[src/rtl/core/csim_pkg.sv]
// ---------------------------------------------------------------------------
// Cosine similarity package
// Word types, sequencer states, long-multiply operations and accumulator
// limits shared by the cosine similarity stream block.
// ---------------------------------------------------------------------------
package csim_pkg;

  localparam int unsigned LimbW    = 32;
  localparam int unsigned AccW     = 48;
  localparam int unsigned ResBits  = 15;
  localparam logic [3:0]  TopBit   = 4'(ResBits - 1);

  localparam logic [AccW-1:0] DotMax  = {1'b0, {(AccW-1){1'b1}}};
  localparam logic [AccW-1:0] DotMin  = {1'b1, {(AccW-1){1'b0}}};
  localparam logic [AccW-1:0] NormMax = {AccW{1'b1}};

  typedef logic [LimbW-1:0]   limb_t;
  typedef logic [2*LimbW-1:0] prod_t;

  typedef struct packed {
    logic signed [15:0] a_value;
    logic signed [15:0] b_value;
    logic               last;
  } in_t;

  typedef struct packed {
    logic signed [15:0] similarity;
    logic               zero_norm;
  } out_t;

  typedef enum logic [3:0] {
    ST_IDLE,
    ST_DOT_MUL,
    ST_DOT_ADD,
    ST_NA_ADD,
    ST_NB_ADD,
    ST_FIN,
    ST_MUL_ISSUE,
    ST_MUL_ADD,
    ST_MUL_DONE,
    ST_CMP,
    ST_OUT
  } state_e;

  typedef enum logic [1:0] {
    OP_P,
    OP_D2,
    OP_K,
    OP_L
  } mop_e;

endpackage

[src/rtl/core/csim_mul.sv]
// ---------------------------------------------------------------------------
// Shared limb multiplier
// Unsigned 32x32 multiplier with a registered 64-bit product, reused for
// the element products and every limb of the final long multiplications.
// ---------------------------------------------------------------------------
module csim_mul import csim_pkg::*; (
  input  logic  clk_i,
  input  limb_t op_a_i,
  input  limb_t op_b_i,
  output prod_t prod_o
);

  prod_t prod_q;

  always_ff @(posedge clk_i) begin
    prod_q <= prod_t'(op_a_i) * prod_t'(op_b_i);
  end

  assign prod_o = prod_q;

endmodule

[src/rtl/core/csim_seq.sv]
// ---------------------------------------------------------------------------
// Cosine similarity sequencer
// Accumulates dot product and squared norms, then finds the rounded Q1.15
// cosine bit by bit with exact long multiplications on the shared unit.
// ---------------------------------------------------------------------------
module csim_seq import csim_pkg::*; (
  input  logic  clk_i,
  input  logic  rst_ni,
  input  logic  in_valid_i,
  output logic  in_ready_o,
  input  in_t   in_data_i,
  output logic  res_valid_o,
  input  logic  res_ready_i,
  output out_t  res_o,
  output limb_t mul_a_o,
  output limb_t mul_b_o,
  input  prod_t mul_prod_i
);

  state_e state_q, state_d;
  mop_e   op_q;

  logic [15:0]     a_mag_q, b_mag_q;
  logic            neg_ab_q, last_q;
  logic [AccW-1:0] dot_q, na_q, nb_q, mag_q;
  logic            neg_q;
  logic            i_q;
  logic [1:0]      j_q;
  limb_t           carry_q, kk_q;
  limb_t [3:0]     acc_q;
  limb_t [2:0]     p_q;
  limb_t [3:0]     r_q;
  logic [ResBits-1:0] c_q;
  logic [3:0]      bit_q;
  logic            borrow_q;
  out_t            res_q;

  logic            x_last;
  logic [1:0]      y_last;
  limb_t           x_limb, y_limb, p_sel;
  logic [ResBits-1:0] cand, c_new;
  logic [15:0]     k_val;
  logic [1:0]      idx, idx1;
  prod_t           t_sum;
  logic [LimbW:0]  diff;
  logic [49:0]     term, sterm, dsum;
  logic [AccW:0]   nsum_a, nsum_b;
  logic [AccW-1:0] dot_next, na_next, nb_next;
  logic            zero_in, cmp_end;

  assign cand  = c_q | (ResBits'(1) << bit_q);
  assign k_val = {cand, 1'b0} - 16'd1;
  assign idx   = 2'({1'b0, i_q} + j_q);
  assign idx1  = idx + 2'd1;

  always_comb begin
    case (j_q)
      2'd0:    p_sel = p_q[0];
      2'd1:    p_sel = p_q[1];
      default: p_sel = p_q[2];
    endcase
  end

  always_comb begin
    unique case (op_q)
      OP_P: begin
        x_last = 1'b1;
        y_last = 2'd1;
        x_limb = i_q ? limb_t'(na_q[AccW-1:LimbW]) : na_q[LimbW-1:0];
        y_limb = j_q[0] ? limb_t'(nb_q[AccW-1:LimbW]) : nb_q[LimbW-1:0];
      end
      OP_D2: begin
        x_last = 1'b1;
        y_last = 2'd1;
        x_limb = i_q ? limb_t'(mag_q[AccW-1:LimbW]) : mag_q[LimbW-1:0];
        y_limb = j_q[0] ? limb_t'(mag_q[AccW-1:LimbW]) : mag_q[LimbW-1:0];
      end
      OP_K: begin
        x_last = 1'b0;
        y_last = 2'd0;
        x_limb = limb_t'(k_val);
        y_limb = limb_t'(k_val);
      end
      default: begin
        x_last = 1'b0;
        y_last = 2'd2;
        x_limb = kk_q;
        y_limb = p_sel;
      end
    endcase
  end

  assign t_sum = prod_t'(acc_q[idx]) + mul_prod_i + prod_t'(carry_q);
  assign diff  = {1'b0, r_q[j_q]} - {1'b0, acc_q[j_q]} - (LimbW+1)'(borrow_q);
  assign cmp_end = (j_q == 2'd3);
  assign c_new = diff[LimbW] ? c_q : cand;

  assign term  = {18'd0, mul_prod_i[LimbW-1:0]};
  assign sterm = neg_ab_q ? (50'd0 - term) : term;
  assign dsum  = {{2{dot_q[AccW-1]}}, dot_q} + sterm;
  always_comb begin
    if (dsum[49:47] == 3'b000 || dsum[49:47] == 3'b111) begin
      dot_next = dsum[AccW-1:0];
    end else if (dsum[49]) begin
      dot_next = DotMin;
    end else begin
      dot_next = DotMax;
    end
  end

  assign nsum_a  = {1'b0, na_q} + (AccW+1)'(mul_prod_i[LimbW-1:0]);
  assign nsum_b  = {1'b0, nb_q} + (AccW+1)'(mul_prod_i[LimbW-1:0]);
  assign na_next = nsum_a[AccW] ? NormMax : nsum_a[AccW-1:0];
  assign nb_next = nsum_b[AccW] ? NormMax : nsum_b[AccW-1:0];
  assign zero_in = (na_q == '0) || (nb_q == '0);

  always_comb begin
    state_d = state_q;
    unique case (state_q)
      ST_IDLE:      if (in_valid_i) state_d = ST_DOT_MUL;
      ST_DOT_MUL:   state_d = ST_DOT_ADD;
      ST_DOT_ADD:   state_d = ST_NA_ADD;
      ST_NA_ADD:    state_d = ST_NB_ADD;
      ST_NB_ADD:    state_d = last_q ? ST_FIN : ST_IDLE;
      ST_FIN:       state_d = zero_in ? ST_OUT : ST_MUL_ISSUE;
      ST_MUL_ISSUE: state_d = ST_MUL_ADD;
      ST_MUL_ADD: begin
        if (j_q == y_last && i_q == x_last) state_d = ST_MUL_DONE;
        else                                state_d = ST_MUL_ISSUE;
      end
      ST_MUL_DONE:  state_d = (op_q == OP_L) ? ST_CMP : ST_MUL_ISSUE;
      ST_CMP: begin
        if (cmp_end) state_d = (bit_q == '0) ? ST_OUT : ST_MUL_ISSUE;
      end
      ST_OUT:       if (res_ready_i) state_d = ST_IDLE;
      default:      state_d = ST_IDLE;
    endcase
  end

  always_comb begin
    in_ready_o  = 1'b0;
    res_valid_o = 1'b0;
    mul_a_o     = '0;
    mul_b_o     = '0;
    unique case (state_q)
      ST_IDLE:    in_ready_o = 1'b1;
      ST_DOT_MUL: begin
        mul_a_o = limb_t'(a_mag_q);
        mul_b_o = limb_t'(b_mag_q);
      end
      ST_DOT_ADD: begin
        mul_a_o = limb_t'(a_mag_q);
        mul_b_o = limb_t'(a_mag_q);
      end
      ST_NA_ADD: begin
        mul_a_o = limb_t'(b_mag_q);
        mul_b_o = limb_t'(b_mag_q);
      end
      ST_MUL_ISSUE: begin
        mul_a_o = x_limb;
        mul_b_o = y_limb;
      end
      ST_OUT:     res_valid_o = 1'b1;
      default: ;
    endcase
  end

  assign res_o = res_q;

  always_ff @(posedge clk_i or negedge rst_ni) begin
    if (!rst_ni) begin
      state_q <= ST_IDLE;
      op_q    <= OP_P;
      dot_q   <= '0;
      na_q    <= '0;
      nb_q    <= '0;
      i_q     <= 1'b0;
      j_q     <= '0;
      bit_q   <= '0;
    end else begin
      state_q <= state_d;
      unique case (state_q)
        ST_DOT_ADD: dot_q <= dot_next;
        ST_NA_ADD:  na_q  <= na_next;
        ST_NB_ADD:  nb_q  <= nb_next;
        ST_FIN: begin
          op_q <= OP_P;
          i_q  <= 1'b0;
          j_q  <= '0;
        end
        ST_MUL_ADD: begin
          if (j_q == y_last) begin
            j_q <= '0;
            if (i_q != x_last) i_q <= 1'b1;
          end else begin
            j_q <= j_q + 2'd1;
          end
        end
        ST_MUL_DONE: begin
          i_q <= 1'b0;
          j_q <= '0;
          unique case (op_q)
            OP_P:  op_q <= OP_D2;
            OP_D2: begin
              op_q  <= OP_K;
              bit_q <= TopBit;
            end
            OP_K:  op_q <= OP_L;
            default: ;
          endcase
        end
        ST_CMP: begin
          if (cmp_end && bit_q != '0) begin
            bit_q <= bit_q - 4'd1;
            op_q  <= OP_K;
            i_q   <= 1'b0;
            j_q   <= '0;
          end else begin
            j_q <= j_q + 2'd1;
          end
        end
        ST_OUT: begin
          if (res_ready_i) begin
            dot_q <= '0;
            na_q  <= '0;
            nb_q  <= '0;
          end
        end
        default: ;
      endcase
    end
  end

  always_ff @(posedge clk_i) begin
    unique case (state_q)
      ST_IDLE: begin
        a_mag_q  <= in_data_i.a_value[15] ? (16'd0 - $unsigned(in_data_i.a_value))
                                          : $unsigned(in_data_i.a_value);
        b_mag_q  <= in_data_i.b_value[15] ? (16'd0 - $unsigned(in_data_i.b_value))
                                          : $unsigned(in_data_i.b_value);
        neg_ab_q <= in_data_i.a_value[15] ^ in_data_i.b_value[15];
        last_q   <= in_data_i.last;
      end
      ST_FIN: begin
        mag_q   <= dot_q[AccW-1] ? (AccW'(0) - dot_q) : dot_q;
        neg_q   <= dot_q[AccW-1];
        acc_q   <= '0;
        carry_q <= '0;
        res_q   <= '{similarity: '0, zero_norm: 1'b1};
      end
      ST_MUL_ADD: begin
        acc_q[idx] <= t_sum[LimbW-1:0];
        if (j_q == y_last) begin
          acc_q[idx1] <= t_sum[2*LimbW-1:LimbW];
          carry_q     <= '0;
        end else begin
          carry_q <= t_sum[2*LimbW-1:LimbW];
        end
      end
      ST_MUL_DONE: begin
        unique case (op_q)
          OP_P:  p_q  <= acc_q[2:0];
          OP_D2: begin
            r_q <= {acc_q[2], acc_q[1], acc_q[0], limb_t'(0)};
            c_q <= '0;
          end
          OP_K:  kk_q <= acc_q[0];
          default: ;
        endcase
        if (op_q == OP_L) begin
          borrow_q <= 1'b0;
        end else begin
          acc_q   <= '0;
          carry_q <= '0;
        end
      end
      ST_CMP: begin
        borrow_q <= diff[LimbW];
        if (cmp_end) begin
          c_q     <= c_new;
          acc_q   <= '0;
          carry_q <= '0;
          res_q.zero_norm  <= 1'b0;
          res_q.similarity <= neg_q ? $signed(16'd0 - {1'b0, c_new})
                                    : $signed({1'b0, c_new});
        end
      end
      default: ;
    endcase
  end

endmodule

[src/rtl/core/cosine_similarity_stream.sv]
// ---------------------------------------------------------------------------
// Cosine similarity stream
// Streams element pairs of two Q1.15 vectors and returns their Q1.15 cosine.
// ---------------------------------------------------------------------------
// Input channel: one word per element pair (a_value, b_value, last). The
// word ending a vector carries last = 1; a one-word vector is allowed.
// Output channel: one word per vector (similarity, zero_norm), rounded to
// nearest and saturated to +-32767; zero_norm = 1 with similarity 0 when
// either vector is all zeros. Accumulators clear once the result is out.
// Each element passes through the shared 32x32 multiplier as three products,
// each issued then accumulated; no new element is taken until it is done.
// After the last element the block forms the exact norm and dot products,
// then 15 result bits, each by a square, a limb product and a four-limb
// compare, all serialized through the same multiplier.
// Reset clears the accumulators and empties the output register.
// The result sits in an output register; while the receiver stalls, the
// block still takes the elements of the next vector and only holds before
// delivering the next result.
// ---------------------------------------------------------------------------
module cosine_similarity_stream import csim_pkg::*; (
  input  logic clk_i,
  input  logic rst_ni,
  input  logic in_valid_i,
  output logic in_ready_o,
  input  in_t  in_data_i,
  output logic out_valid_o,
  input  logic out_ready_i,
  output out_t out_data_o
);

  limb_t mul_a, mul_b;
  prod_t mul_prod;
  logic  res_valid, res_ready;
  out_t  res;
  logic  out_valid_q;
  out_t  out_data_q;

  csim_mul u_mul (
    .clk_i  (clk_i),
    .op_a_i (mul_a),
    .op_b_i (mul_b),
    .prod_o (mul_prod)
  );

  csim_seq u_seq (
    .clk_i       (clk_i),
    .rst_ni      (rst_ni),
    .in_valid_i  (in_valid_i),
    .in_ready_o  (in_ready_o),
    .in_data_i   (in_data_i),
    .res_valid_o (res_valid),
    .res_ready_i (res_ready),
    .res_o       (res),
    .mul_a_o     (mul_a),
    .mul_b_o     (mul_b),
    .mul_prod_i  (mul_prod)
  );

  assign res_ready = !out_valid_q || out_ready_i;

  always_ff @(posedge clk_i or negedge rst_ni) begin
    if (!rst_ni) begin
      out_valid_q <= 1'b0;
    end else if (res_valid && res_ready) begin
      out_valid_q <= 1'b1;
    end else if (out_ready_i) begin
      out_valid_q <= 1'b0;
    end
  end

  always_ff @(posedge clk_i) begin
    if (res_valid && res_ready) begin
      out_data_q <= res;
    end
  end

  assign out_valid_o = out_valid_q;
  assign out_data_o  = out_data_q;

endmodule

[config.mk]
export PLATFORM = sky130hd
export DESIGN_NAME = cosine_similarity_stream
export DESIGN_NICKNAME = d
export VERILOG_FILES = /design/src/rtl/core/csim_pkg.sv /design/src/rtl/core/csim_mul.sv /design/src/rtl/core/csim_seq.sv /design/src/rtl/core/cosine_similarity_stream.sv
export SDC_FILE = /design/constraint.sdc
export NUM_CORES = 2
export LEC_CHECK = 0
export BUFFER_PORTS_ARGS = -buffer_cell sky130_fd_sc_hd__buf_2
export CAP_MARGIN = 10
export CORE_MARGIN = 2
export CORE_UTILIZATION = 30
export DETAILED_ROUTE_END_ITERATION = 8
export GPL_ROUTABILITY_DRIVEN = 0
export HOLD_SLACK_MARGIN = 0.02
export PLACE_DENSITY_LB_ADDON = 0.1
export SYNTH_ARGS = -nofsm -noshare
export SYNTH_HDL_FRONTEND = slang
export SYNTH_SLANG_ARGS = --single-unit
[constraint.sdc]
create_clock -name clk_i -period 16.8 [get_ports clk_i]
set_clock_uncertainty 0.05 [all_clocks]
set_input_delay 0.84 -clock clk_i [delete_from_list [all_inputs] [get_ports clk_i]]
set_output_delay 0.84 -clock clk_i [all_outputs]
set_load 0.005 [all_outputs]
==> summary.txt <==
Floorplan
  • Core area: roughly 260000 µm²
  • DIE WIDTH: about 520 µm
  • Full die area: between 200000 and 300000 µm²
  • Core Rows: 188
  • Chip height: 517 µm
  • # IOs: 56
  • Initial Utilization: 0.301

Cells and area
  • Nets: roughly 9900
  • Most common cell after layout, fill and taps aside: inv_1
  • Leading cell types in the layout, fill and taps excluded: inv_1, nand2_1, fa_1
  • Fin cells: 12000
  • Area grow syn2layout: 9.94%
  • Share of layout cells above drive strength 1: 0.0740
  • Final instance area: ~87000 µm²
  • Fin util: 0.331

Drt
  • 1st-pass router iterations: 5
  • M1 WL: between 100000 and 150000 µm
  • WL/cell: 28.6 µm
  • Post-Route WL: 343000 µm
  • Uppermost layer routed: met5
  • DR DRC count: 0
  • Met3 routed WL: between 20000 and 25000 µm
  • Drt via density: 5.38
  • Routed Antenna Nets: 0
  • Routed length on met2: 156000 µm
  • DRT iter0 DRCs: around 6300
  • Vias: 64600

Clock tree
  • CTS Buf Count: 88
  • # hold bufs at CTS: 0
  • Post_cts resized: 0
  • H-Tree Depth: 3
  • Clk_lat worst skew: approximately 0.74 ns
  • Clk sink count: about 740
  • Setup repair bufs after CTS: 0
  • Reg clk slew, reported paths: about 0.06 ns
  • Root buf cell: clkbuf_16
  • Clock buffer depth: 3
  • CTS tree: yes

Worst setup path
  • Crit path kind: reg2reg
  • Most Frequent Cell on Critical Path: fa_1
  • CP Capture Type: register
  • Delay-heaviest family, CP: adder cells
  • Crit start category: register
  • Worst Path Required: 17.37 ns
  • Slowest stage delay, CP: a little over 0.9 ns
  • Bufs and invs on worst path: 6
  • Slowest CP cell: a211oi_1
  • CP max FO: 10
  • Reg-to-reg slack, setup: between 4 and 5 ns
  • Arrival time of the worst setup path: ~13 ns

STA
  • RSZ-0062 raised after global routing: false
  • Slew Limit Fails: 0
  • Final Cycle Share: 0.745
  • FMAX: approximately 80 MHz
  • Crit path time final: 12.52 ns
  • Setup TNS: 0 ns
  • Final setup viols: 0
  • Worst Tran Pin Value: between 1 and 1.5 ns
  • Final hold vios: 0
  • Max_slew headroom: 0.159

Yosys
  • Mapped Nets: between 9000 and 10000
  • YS warnings: 0
  • Asr flop ratio synth: 0.214
  • Synthesized area: 79000 µm²
  • Number of distinct library cells after synthesis: 96
  • Post-synth EDFFs: 517
  • Syn avg cell area: 9.25 µm²
  • FF+latch count, synth: roughly 740
  • Seq/Total Area, Yosys: 0.263
  • Synth Flop Type: edfxtp_1
  • Gate Count Post-Synth: 8542

Global routing
  • Vias in the first global route: 65300
  • Total Routing Usage GR: 0.256
  • Initial antenna violation count: 19
  • Largest net degree at the start of global routing: 76
  • First-pass GRT wire length: roughly 490000 µm
  • Total grt overflow: 0

Power and ir drop
  • Peak supply drop: ~0.000075 V
  • Leakage: around 38 nW
  • Cell Pwr Density: ~46 nW/µm²

Hold path
  • Worst Hold Class: in2async

Flow run
  • Maxcap violations: 0

Placed design
  • Port Buf Inserts: between 50 and 60
  • Post-Place Cells: roughly 12000
  • Post-DP HPWL: approximately 260000 µm
  • Placed Area: between 80000 and 90000 µm²

Outcome
  • Outcome: finished clean
[cells in the mapped netlist (all sizes together) (38+ instances only)]
cell type	count	area share
buf	41	0.0022
o31ai	48	0.0049
dfrtp	158	0.050
o21a	38	0.0036
nand2	1046	0.050
edfxtp	517	0.20
and2	90	0.0071
nor4	39	0.0033
xor2	110	0.012
dfxtp	64	0.016
o21ai	340	0.022
a21o	113	0.011
nand2b	71	0.0056
a211oi	94	0.0089
clkbuf	398	0.019
nor2	795	0.038
a31oi	79	0.0063
nand3	101	0.0064
a21oi	576	0.036
fa	933	0.24
mux2	63	0.0090
ha	486	0.077
a22oi	76	0.0072
inv	1277	0.061
xnor2	220	0.024
nand4	46	0.0036
nor3	68	0.0044
mux2i	38	0.0048
mux4	64	0.018
and3	84	0.0067
[state kept, by name, summed over array words and instances, names as in the netlist, 2 cells and up]
signal         cells
u_seq.r_q         96
u_seq.kk_q        32
u_seq.state_q      4
out_data_o        17
u_seq.bit_q        4
u_seq.a_mag_q     16
u_seq.j_q          2
u_seq.nb_q        48
u_seq.res_o       17
u_seq.c_q         15
u_seq.mag_q       48
u_mul.prod_o      64
u_seq.b_mag_q     16
u_seq.carry_q     32
u_seq.p_q         96
u_seq.dot_q       48
u_seq.acc_q      128
u_seq.op_q         2
u_seq.na_q        48
[metrics by stage]
step	setup WS (ns)	hold WS [ns]	power, W
6_report	4.28	0.0514	0.00402
5_1_grt	3.87	0.0597	0.00412
4_1_cts	4.49	0.0221	0.00407
3_5_place_dp	4.55	0.355	0.00200
3_3_place_gp	4.60	0.352	0.00200
2_1_floorplan	2.79	0.350	0.00198
[kinds of logic (layout without fill, tap and decap cells)]
family                   count (synthesis)  count (layout)  share of synthesized area
AO/OA/AOI/OAI                         1702            1702                      0.137
buffers and inverters                 1717            1673                     0.0819
flip-flops                             739             739                      0.263
adder cells (fa/ha/maj)               1419            1419                      0.313
XOR/XNOR                               330             330                     0.0366
multiplexers                           165             165                     0.0321
AND/OR/NAND/NOR                       2470            2470                      0.136
other                                    0               8                          0
[power breakdown]
part	total, W	internal [W]	leakage, nW	switching, W
combinational	0.0000321	0.00000942	29.3	0.0000227
sequential	0.00193	0.00193	6.92	0.00000000000000000000786
clock	0.00206	0.00118	1.47	0.000877
total	0.00402	0.00312	37.7	0.000900
[cell type report]
| class | count | area [µm²] |
|---|---|---|
| fillers | 27400 | 175000 |
| multi-input cells | 6086 | 52200 |
| flip-flops and latches | 739 | 20800 |
| inverters | 1278 | 4800 |
| well taps | 3515 | 4400 |
| clock buffers | 118 | 2480 |
| repair buffers | 232 | 1610 |
| clock inverters | 45 | 514 |
| diodes | 8 | 20.0 |
[layer usage]
layer	track usage	vias up
met3	0.0371	521
met2	0.410	2387
met5	0	-
met4	0.102	4
li1	-	28300
met1	0.347	33400
[worst register-to-register path, delay by kind of cell, from the launching register on]
| kind | cells | cell delay, ns |
|---|---|---|
| DFF | 1 | 0.39 |
| xor gates and xnor gates | 2 | 0.46 |
| buffers and inverters | 6 | 0.40 |
| AOI/OAI and AO/OA | 8 | 4.21 |
| adders and majority gates | 10 | 5.01 |
| and+or+nand+nor | 8 | 1.91 |
[worst paths after layout]
check,from,end,cells after the start
setup / recovery,u_seq.bit_q[0],u_mul.prod_o[62],34
hold / removal,rst_ni,u_seq.dot_q[29],1
setup reg to reg,u_seq.bit_q[0],u_mul.prod_o[62],34
hold reg to reg,u_seq.res_o[5],out_data_o[5],0
max in group asynchronous,rst_ni,u_seq.j_q[1],3
min in group clk_i,in_data_i[0],u_seq.last_q,1
Note: power is estimated with default switching activity, not from simulation.
